File: config.mk
export PLATFORM = sky130hd
export DESIGN_NAME = decimal_text_to_integer_with_suffix_core
export DESIGN_NICKNAME = d
export VERILOG_FILES = /design/src/hdl/dtis_pkg.sv /design/src/hdl/dtis_scale.sv /design/src/hdl/decimal_text_to_integer_with_suffix_core.sv
export VERILOG_INCLUDE_DIRS = /design/src /design/src/hdl
export SDC_FILE = /design/constraint.sdc
export NUM_CORES = 2
export LEC_CHECK = 0
export ABC_AREA = 1
export BUFFER_PORTS_ARGS = -buffer_cell sky130_fd_sc_hd__buf_2
export CAP_MARGIN = 20
export CORE_AREA = 4 4 279 554
export CTS_CLUSTER_DIAMETER = 60
export DETAILED_ROUTE_END_ITERATION = 10
export DIE_AREA = 0 0 283 558
export GPL_TIMING_DRIVEN = 0
export PLACE_DENSITY = 0.53
export SLEW_MARGIN = 5
export SYNTH_ARGS = -nofsm -noshare
export SYNTH_HDL_FRONTEND = slang
export SYNTH_SLANG_ARGS = --single-unit
File: constraint.sdc
create_clock -name i_clk -period 10.45 [get_ports i_clk]
set_input_delay 1.045 -clock i_clk [delete_from_list [all_inputs] [get_ports i_clk]]
set_output_delay 1.045 -clock i_clk [all_outputs]
set_load 0.02 [all_outputs]
File: src/hdl/decimal_text_to_integer_with_suffix_core_macros.svh
// assertion macros shared by the decimal parser rtl
// needs i_clk and i_rst_n in the scope of each use
`ifndef DECIMAL_TEXT_TO_INTEGER_WITH_SUFFIX_CORE_MACROS_SVH
`define DECIMAL_TEXT_TO_INTEGER_WITH_SUFFIX_CORE_MACROS_SVH

// condition must hold on every clock edge out of reset
`define DTIS_ASSERT_ALWAYS(name, cond, msg) \
    name: assert property (@(posedge i_clk) disable iff (!i_rst_n) (cond)) \
        else $error(msg);

// consequent must hold in the cycle after the antecedent
`define DTIS_ASSERT_NEXT(name, ante, cons, msg) \
    name: assert property (@(posedge i_clk) disable iff (!i_rst_n) (ante) |=> (cons)) \
        else $error(msg);

// consequent must hold in the same cycle as the antecedent
`define DTIS_ASSERT_SAME(name, ante, cons, msg) \
    name: assert property (@(posedge i_clk) disable iff (!i_rst_n) (ante) |-> (cons)) \
        else $error(msg);

`endif

File: src/hdl/dtis_pkg.sv
// shared types and constants for the decimal text to integer parser
// no dependencies
package dtis_pkg;

    localparam int unsigned VALUE_W = 64;
    localparam int unsigned HALF_W  = 32;
    localparam int unsigned COEF_W  = 28;

    // exponent of the 125^n factor left after a 1000^n suffix is split into 8^n * 125^n
    typedef logic [2:0] t_pow_sel;

    typedef struct packed {
        logic [VALUE_W-1:0] val;
        t_pow_sel           sel;
    } t_scale_req;

    function automatic logic [COEF_W-1:0] pow125(input t_pow_sel sel);
        logic [COEF_W-1:0] coef;
        case (sel)
            3'd1:    coef = 28'd125;
            3'd2:    coef = 28'd15625;
            3'd3:    coef = 28'd1953125;
            3'd4:    coef = 28'd244140625;
            default: coef = 28'd1;
        endcase
        return coef;
    endfunction

endpackage

File: src/hdl/dtis_scale.sv
// two-stage constant multiply that applies the pending 125^n factor
// depends on dtis_pkg
module dtis_scale (
    input  logic                       i_clk,
    input  logic                       i_rst_n,
    input  logic                       i_req_vld,
    input  dtis_pkg::t_scale_req       i_req,
    output logic                       o_req_rdy,
    output logic                       o_value_vld,
    output logic [dtis_pkg::VALUE_W-1:0] o_value,
    input  logic                       i_value_rdy
);
    import dtis_pkg::*;

    logic                      r_s1_vld;
    t_scale_req                r_s1;
    logic                      r_s2_vld;
    logic [HALF_W+COEF_W-1:0]  r_p_lo;
    logic [HALF_W-1:0]         r_p_hi;
    logic                      r_out_vld;
    logic [VALUE_W-1:0]        r_out;

    logic                      s1_rdy;
    logic                      s2_rdy;
    logic                      s3_rdy;
    logic [COEF_W-1:0]         coef;
    logic [HALF_W+COEF_W-1:0]  n_p_lo;
    logic [HALF_W-1:0]         n_p_hi;
    logic [VALUE_W-1:0]        n_out;

    always_comb begin
        s3_rdy    = !r_out_vld || i_value_rdy;
        s2_rdy    = !r_s2_vld || s3_rdy;
        s1_rdy    = !r_s1_vld || s2_rdy;
        coef      = pow125(r_s1.sel);
        n_p_lo    = r_s1.val[HALF_W-1:0] * coef;
        // only the low half of the upper product lands below bit 64
        n_p_hi    = HALF_W'(r_s1.val[VALUE_W-1:HALF_W] * coef);
        n_out     = {{(VALUE_W-HALF_W-COEF_W){1'b0}}, r_p_lo} + {r_p_hi, {HALF_W{1'b0}}};
    end

    assign o_req_rdy   = s1_rdy;
    assign o_value_vld = r_out_vld;
    assign o_value     = r_out;

    always_ff @(posedge i_clk) begin
        if (!i_rst_n) begin
            r_s1_vld  <= 1'b0;
            r_s2_vld  <= 1'b0;
            r_out_vld <= 1'b0;
        end else begin
            if (s1_rdy) begin
                r_s1_vld <= i_req_vld;
            end
            if (s2_rdy) begin
                r_s2_vld <= r_s1_vld;
            end
            if (s3_rdy) begin
                r_out_vld <= r_s2_vld;
            end
        end
    end

    always_ff @(posedge i_clk) begin
        if (s1_rdy) begin
            r_s1 <= i_req;
        end
        if (s2_rdy) begin
            r_p_lo <= n_p_lo;
            r_p_hi <= n_p_hi;
        end
        if (s3_rdy) begin
            r_out <= n_out;
        end
    end

endmodule

File: src/hdl/decimal_text_to_integer_with_suffix_core.sv
// top level of the decimal text to integer parser with size suffixes
// depends on dtis_pkg, dtis_scale and the shared assertion macros
//
// usage:
//   s_axis carries one character per transaction: tdata[7:0] is the ascii
//   code, tlast marks the final character of the string. m_axis carries one
//   64-bit value per string, emitted for the character flagged tlast.
//   i_cfg_we/i_cfg_wdata write suffix_enable; change it only while idle.
// throughput: one character per cycle when not stalled. digits update the
//   accumulator with a shift-add; a suffix is applied as a shift at once and
//   its 125^n factor is folded in by a two-stage 32x28 multiply on the way out.
// path: after the last character's transaction the value passes the input
//   register, two multiply stages and the output register to reach m_axis.
// reset: i_rst_n is synchronous, active low; it clears the accumulator, the
//   stop flag, suffix_enable and all valid flags.
// stall: when m_axis_tready is low the pipeline fills and then s_axis_tready
//   drops; non-last characters keep draining since they make no result.
`include "decimal_text_to_integer_with_suffix_core_macros.svh"

module decimal_text_to_integer_with_suffix_core (
    input  logic                         i_clk,
    input  logic                         i_rst_n,
    input  logic                         i_cfg_we,
    input  logic                         i_cfg_wdata,    // suffix_enable
    input  logic                         s_axis_tvalid,
    output logic                         s_axis_tready,
    input  logic [7:0]                   s_axis_tdata,   // [7:0] char_code
    input  logic                         s_axis_tlast,   // last_char
    output logic                         m_axis_tvalid,
    input  logic                         m_axis_tready,
    output logic [dtis_pkg::VALUE_W-1:0] m_axis_tdata    // [63:0] value
);
    import dtis_pkg::*;

    localparam logic [7:0] C_CH_0  = 8'h30;
    localparam logic [7:0] C_CH_9  = 8'h39;
    localparam logic [7:0] C_CH_UK = 8'h4B;
    localparam logic [7:0] C_CH_UM = 8'h4D;
    localparam logic [7:0] C_CH_UG = 8'h47;
    localparam logic [7:0] C_CH_UT = 8'h54;
    localparam logic [7:0] C_CH_LK = 8'h6B;
    localparam logic [7:0] C_CH_LM = 8'h6D;
    localparam logic [7:0] C_CH_LG = 8'h67;
    localparam logic [7:0] C_CH_LT = 8'h74;

    logic               r_sfx_en;
    logic               r_in_vld;
    logic [7:0]         r_in_char;
    logic               r_in_last;
    logic [VALUE_W-1:0] r_acc;
    logic               r_stopped;
    t_pow_sel           r_sel;

    logic               s0_go;
    logic               is_digit;
    logic [3:0]         ch_off;
    logic [VALUE_W-1:0] n_acc;
    logic               n_stopped;
    t_pow_sel           n_sel;
    t_scale_req         sc_req;
    logic               sc_vld;
    logic               sc_rdy;

    always_comb begin
        s0_go         = r_in_vld && (!r_in_last || sc_rdy);
        s_axis_tready = !r_in_vld || s0_go;
        is_digit      = (r_in_char >= C_CH_0) && (r_in_char <= C_CH_9);
        ch_off        = 4'(r_in_char - C_CH_0);
        n_acc         = r_acc;
        n_stopped     = r_stopped;
        n_sel         = r_sel;
        if (!r_stopped) begin
            if (is_digit) begin
                n_acc = (r_acc << 3) + (r_acc << 1)
                      + {{(VALUE_W-4){1'b0}}, ch_off};
            end else begin
                n_stopped = 1'b1;
                // binary suffixes are pure shifts; decimal ones shift by 3n and leave 125^n
                if (r_acc != '0 && r_sfx_en) begin
                    unique case (r_in_char)
                        C_CH_UK: n_acc = r_acc << 10;
                        C_CH_UM: n_acc = r_acc << 20;
                        C_CH_UG: n_acc = r_acc << 30;
                        C_CH_UT: n_acc = r_acc << 40;
                        C_CH_LK: begin
                            n_acc = r_acc << 3;
                            n_sel = 3'd1;
                        end
                        C_CH_LM: begin
                            n_acc = r_acc << 6;
                            n_sel = 3'd2;
                        end
                        C_CH_LG: begin
                            n_acc = r_acc << 9;
                            n_sel = 3'd3;
                        end
                        C_CH_LT: begin
                            n_acc = r_acc << 12;
                            n_sel = 3'd4;
                        end
                        default: n_acc = r_acc;
                    endcase
                end
            end
        end
        sc_req.val = n_acc;
        sc_req.sel = n_sel;
        sc_vld     = s0_go && r_in_last;
    end

    always_ff @(posedge i_clk) begin
        if (!i_rst_n) begin
            r_sfx_en  <= 1'b0;
            r_in_vld  <= 1'b0;
            r_acc     <= '0;
            r_stopped <= 1'b0;
            r_sel     <= '0;
        end else begin
            if (i_cfg_we) begin
                r_sfx_en <= i_cfg_wdata;
            end
            if (s_axis_tready) begin
                r_in_vld <= s_axis_tvalid;
            end
            if (s0_go) begin
                if (r_in_last) begin
                    r_acc     <= '0;
                    r_stopped <= 1'b0;
                    r_sel     <= '0;
                end else begin
                    r_acc     <= n_acc;
                    r_stopped <= n_stopped;
                    r_sel     <= n_sel;
                end
            end
        end
    end

    always_ff @(posedge i_clk) begin
        if (s_axis_tready) begin
            r_in_char <= s_axis_tdata;
            r_in_last <= s_axis_tlast;
        end
    end

    dtis_scale u_scale (
        .i_clk       (i_clk),
        .i_rst_n     (i_rst_n),
        .i_req_vld   (sc_vld),
        .i_req       (sc_req),
        .o_req_rdy   (sc_rdy),
        .o_value_vld (m_axis_tvalid),
        .o_value     (m_axis_tdata),
        .i_value_rdy (m_axis_tready)
    );

    `DTIS_ASSERT_ALWAYS(a_sel_only_when_stopped, r_stopped || (r_sel == '0),
        "pending decimal scale without stop")
    `DTIS_ASSERT_SAME(a_nonlast_never_stalls, r_in_vld && !r_in_last, s0_go,
        "non-last character held in input register")
    `DTIS_ASSERT_NEXT(a_clear_after_last, s0_go && r_in_last,
        !r_stopped && (r_acc == '0) && (r_sel == '0),
        "parser state not cleared after last character")
    `DTIS_ASSERT_NEXT(a_stopped_holds, s0_go && r_stopped && !r_in_last,
        $stable(r_acc) && $stable(r_sel) && r_stopped,
        "accumulator changed after parsing stopped")

endmodule

---- Word-level counts from Yosys, hierarchy flattened ----
Cells that the tools add are included.
Widths: inputs -> output; s select.
storage, ports and cells
  register bits after elaboration ......... 305
  bits of input ports ..................... 15
  output and inout bits ................... 66
  logic and storage cells ................. 64
cells by class
  $add $sub $neg .......................... 4
  multiply operators ...................... 2
  order comparisons ....................... 2
  equality and inequality tests ........... 12
  multiplexer cells ....................... 14
  reduce and logical (&&, ||, !) cells .... 15
operator list
  cell                 number
  $pmux 64 s8          1
  $mux 64              4
  $pmux 28 s4          1
  $add 60x64->64       1
  $add 64x4->64        1
  $add 64x64->64       1
  $eq 8x7->1 const B   8
  $reduce_bool 64->1   1
  $mul 32x28->60       1
  $mul 32x28->32       1
  $mux 3               4
  $pmux 3 s4           1
  $ge 8x6->1 const B   1
  $le 8x6->1 const B   1
  $eq 3x2->1 const B   2
  $logic_not 1->1      5
  $logic_or 1x1->1     5
  $logic_and 1x1->1    4
  $sub 4x1->4 const B  1
  $eq 3x1->1 const B   1
  $eq 3x3->1 const B   1
  $mux 1               3

---- Logic depth before layout (Yosys ltp) ----
  depth after elaboration ................. 7
  gate-level depth with buffers ........... 37
  gate-level depth less buffers ........... 35

---- By module ----
Synthesis repeated with hierarchy kept, for this count alone.
second synthesis, totals
  cells, all modules ...................... 7,800
  area, all modules ....................... 60,279.1 µm²
modules (own cells, without submodules)
  module                                    instances  cells an instance  area each (µm²)  sequential area each (µm²)
  dtis_scale                                1          4,981              45,640.0         6,756.5
  decimal_text_to_integer_with_suffix_core  1          2,819              14,639.0         1,671.6

---- Least setup slack after synthesis ----
Ideal clock, no wire load.
  kind .................................... flip-flop to flip-flop
  from .................................... register u_scale.r_s1[1] (netlist name)
  to ...................................... register u_scale.r_p_lo[38] (data pin)
  library setup time ...................... 0.252 ns
  data arrival time ....................... 6.694 ns
  data required time ...................... 10.198 ns
  path slack .............................. 3.504 ns
  cell stages (with the launch flop) ...... 33
  path buffers ............................ 3
  clock period less this slack ............ 6.946 ns
  cell sequence ........................... edfxtp_1 buf_2 inv_1 nor2_1 nand2_1 clkbuf_1 clkbuf_1 nor2_1 fa_1 inv_1 fa_1 inv_1 fa_1 inv_1 fa_1 inv_1 fa_1 fa_1 inv_1 fa_1 inv_1 ha_1 nand2_1 nor2_1 inv_1 nor2_1 inv_1 o31ai_1 nand2_1 nand3_1 nand2_1 nand3_1 nand2_1
between the ends
  word-level cells in the longest chain between the ends .. 3
  elaborated cells between the ends (all ways) .. 6
  classes of those cells .................. 1 x mul; 4 x eq/ne; 1 x mux
RTL lines
  item                                      RTL line          source
  start: declaration                        dtis_scale.sv:16  t_scale_req r_s1;
  start signal: assignment                  dtis_scale.sv:66  r_s1 <= i_req;
  $eq 3x3->1, or another cell as far along  dtis_pkg.sv:19    case (sel)
  $pmux 28 s4 *                             dtis_pkg.sv:19
  $mul 32x28->60 *                          dtis_scale.sv:36  n_p_lo = r_s1.val[HALF_W-1:0] * coef;
  via u_scale.n_p_lo[38]                    dtis_scale.sv:27  logic [HALF_W+COEF_W-1:0] n_p_lo;
  end signal: assignment                    dtis_scale.sv:69  r_p_lo <= n_p_lo;
  end: declaration                          dtis_scale.sv:18  logic [HALF_W+COEF_W-1:0] r_p_lo;
The timed path passes the listed nets; every way through them passes the cells marked *.
A chain may end at the register's enable or synchronous reset.

---- Worst setup path in the final report ----
  from .................................... register u_scale.r_s1[2] (netlist name)
  to ...................................... register u_scale.r_p_lo[59] (data pin)
Same word-level chain as after synthesis.

==> out/qor.yml <==
sta:
  timing.hold.ws_ns: 0.420
  finalMaxSlewViolations: 0
  finalHoldViolations: 0
  timing.fmax_mhz: 98.0
  min_period_over_period: 0.977
  finalCriticalPeriod_ns: 10.21
  tightest_slew_ns: 1.27
  setup-tns-final_ns: 0
  rsz0062_at_grt: "false"
  clock_skew_ns: 0.0607
  final-setup-viol-count: 0
  slew_headroom: 0.147
clocking:
  ctsLongestPathBuffers: 3
  cts_sinks: 305
  htreeDepth: 2
  cts_buffers: 39
  cts_root_buffer: "clkbuf_16"
  cts_setup_buffers: 0
  clock_latency_ns: 0.67
  cts_tree: "yes"
  path_clk_slew_ns: 0.07
layout:
  layout-drive-gt1-share: 0.0386
  layout.cells.non_filler: 9849
  nFillCells: 15600
  design_area_sq_um: 64500
  syn_to_final_growth_pct: 8.12
  fin_nets: 9470
  post-route-util: 0.430
die:
  core_sq_um: 150000
  initial_core_util: 0.397
  fp.dieH_microns: 558
  die_area_sq_um: 158000
  num_rows: 201
  ios: 81
  fp.dieW_microns: 283
global_route:
  grt_max_degree: 68
  grt_pass1_wl_mm: 391
  track_usage: 0.353
  antenna_found_initial: 14
  grt_pass1_vias: 56400
  grt.overflow.total: 0
routing:
  vias: 52100
  first_iter_violations: 3136
  first_pass_iters: 6
  wl_per_cell_microns: 28.5
  totalWireLength_mm: 281
  viasPerCell: 5.29
  antenna_left: 0
  drc: 0
placed_design:
  dp_cells: 9759
  gp_congestion: 1.06
  dpl_cell_area_sq_um: 63000
  dp_hpwl_mm: 244
  port_buffers: 80
yosys:
  yosys_warnings: 0
  synth_adder_area_share: 0.442
  synth_compound_area_frac: 0.0610
  muxShareOfSynthArea: 0
  syn_nets: 9316
  synth_edf_count: 232
  synth_cells: 7721
  synth-async-reset-ratio: 0
  synthTopCellsByArea: "fa_1 29%, ha_1 15%, inv_1 12%, edfxtp_1 12%, nand2_1 9.7%"
  synth_top_family_by_area: "adder cells"
  syn_area_sq_um: 59700
  synthSimpleGateAreaFrac: 0.197
  synth_top_cells_by_count: "1901 x inv_1, 1549 x nand2_1, 878 x fa_1"
  syn_avg_cell_area_sq_um: 7.73
  ys_types: 53
  ys.flop_type: "edfxtp_1"
  ys_seq_area_frac: 0.141
  yosysMostFrequentCell: "inv_1"
  synth_seq_cells: 305
  synth_xor_area_frac: 0.0229
  yosys.area.top_type: "fa_1"
  synth_top_area_frac: 0.295
job:
  maxCapViolCount: 0
critical_path:
  cpPeakStageDelay_ns: 0.88
  end_kind: "register"
  crit_path_top_delay_cell: "clkbuf_1"
  cp.required_ns: 10.81
  crit_top_cell: "fa_1"
  crit_fanout: 10
  crit_arrival_ns: 10.57
  startpoint_type: "register"
  setup.worst_path.class: "reg2reg"
power_and_ir_drop:
  leakagePower_nw: 34.8
  p_per_area_nw_per_um2: 50.1
  peakVddDrop_v: 0.000123
outcome:
  status: "complete, no violations"
worst_hold_path:
  holdCritPathClass: "reg2reg"
## what timing repair did
item | in CTS | in global routing
resized for setup | 5 | 11
gates cloned | 0 | 0
setup endpoints to repair | 4 | 7
hold buffers | 0 | 0
## cell type report
type / count / area, sq um / area share
repair buffers: 113 / 928 / 0.0144
multi-input cells: 5281 / 43200 / 0.669
plain buffers: 178 / 777 / 0.0120
clock buffers: 42 / 1030 / 0.0159
inverters: 1957 / 7360 / 0.114
diodes: 16 / 40.0 / 0.000621
well taps: 1928 / 2410 / 0.0374
clock inverters: 29 / 368 / 0.00570
flip-flops and latches: 305 / 8430 / 0.131
## stage by stage
stage | setup slack, ns | total power (W)
floorplan | 3.50 | 0.00156
finish | 0.241 | 0.00323
detailed placement | -0.607 | 0.00175
global placement | -0.887 | 0.00174
global route | 0.0718 | 0.00330
CTS | 0.0610 | 0.00325
## power breakdown
group	internal [W]	total [W]	switching [W]
registers	0.00134	0.00138	0.0000469
clock network	0.000838	0.00150	0.000657
logic	0.0000811	0.000353	0.000272
total	0.00226	0.00323	0.000976
## path summary, 6_finish.rpt
check | start | end | slack (ns) | cells past startpoint
setup / recovery | u_scale.r_s1[2] | u_scale.r_p_lo[59] | 0.24 | 26
hold / removal | u_scale.r_p_lo[6] | u_scale.o_value[6] | 0.42 | 0
setup reg to reg | u_scale.r_s1[2] | u_scale.r_p_lo[59] | 0.24 | 26
hold reg to reg | u_scale.r_p_lo[6] | u_scale.o_value[6] | 0.42 | 0
## cells in the final DEF (no fill, tap or decap), types with 99 or more instances in the layout
cell type / n
a21oi_1: 274
clkbuf_1: 107
buf_2: 110
edfxtp_1: 232
fa_1: 878
nand2_1: 1548
inv_1: 1898
xor2_1: 99
o21ai_0: 135
nand3_1: 347
ha_1: 702
nor2_1: 852
## worst max-delay path, delay by kind of cell, from the launching register on
| kind | cells | cell delay [ns] |
|---|---|---|
| AND/OR/NAND/NOR | 5 | 1.55 |
| AO/OA/AOI/OAI | 5 | 1.66 |
| buffers and inverters | 7 | 1.64 |
| adder cells (fa/ha/maj) | 8 | 4.13 |
| XOR/XNOR | 1 | 0.47 |
| flip-flops | 1 | 0.43 |
## state kept, by name (all words and copies together) (netlist names), 3 cells and up
| signal | cells |
|---|---|
| u_scale.r_s1 | 67 |
| r_in_char | 8 |
| r_acc | 64 |
| u_scale.o_value | 64 |
| r_sel | 3 |
| u_scale.r_p_hi | 32 |
| u_scale.r_p_lo | 60 |
## logic make-up after synthesis
group | after synthesis
adder cells (fa/ha/maj) | 1580
AO/OA/AOI/OAI | 642
buffers and inverters | 2135
flip-flops | 305
AND/OR/NAND/NOR | 2903
XOR/XNOR | 156
## routing by layer
metal | track usage | wire [microns] | vias up
met4 | 0.453 | 45500 | 4
met2 | 0.654 | 146000 | 1855
met5 | 0 | 33 | -
met3 | 0.0551 | 11300 | 1111
met1 | 0.278 | 77900 | 25300
li1 | - | - | 23800
Power figures use the tool's default switching activity.
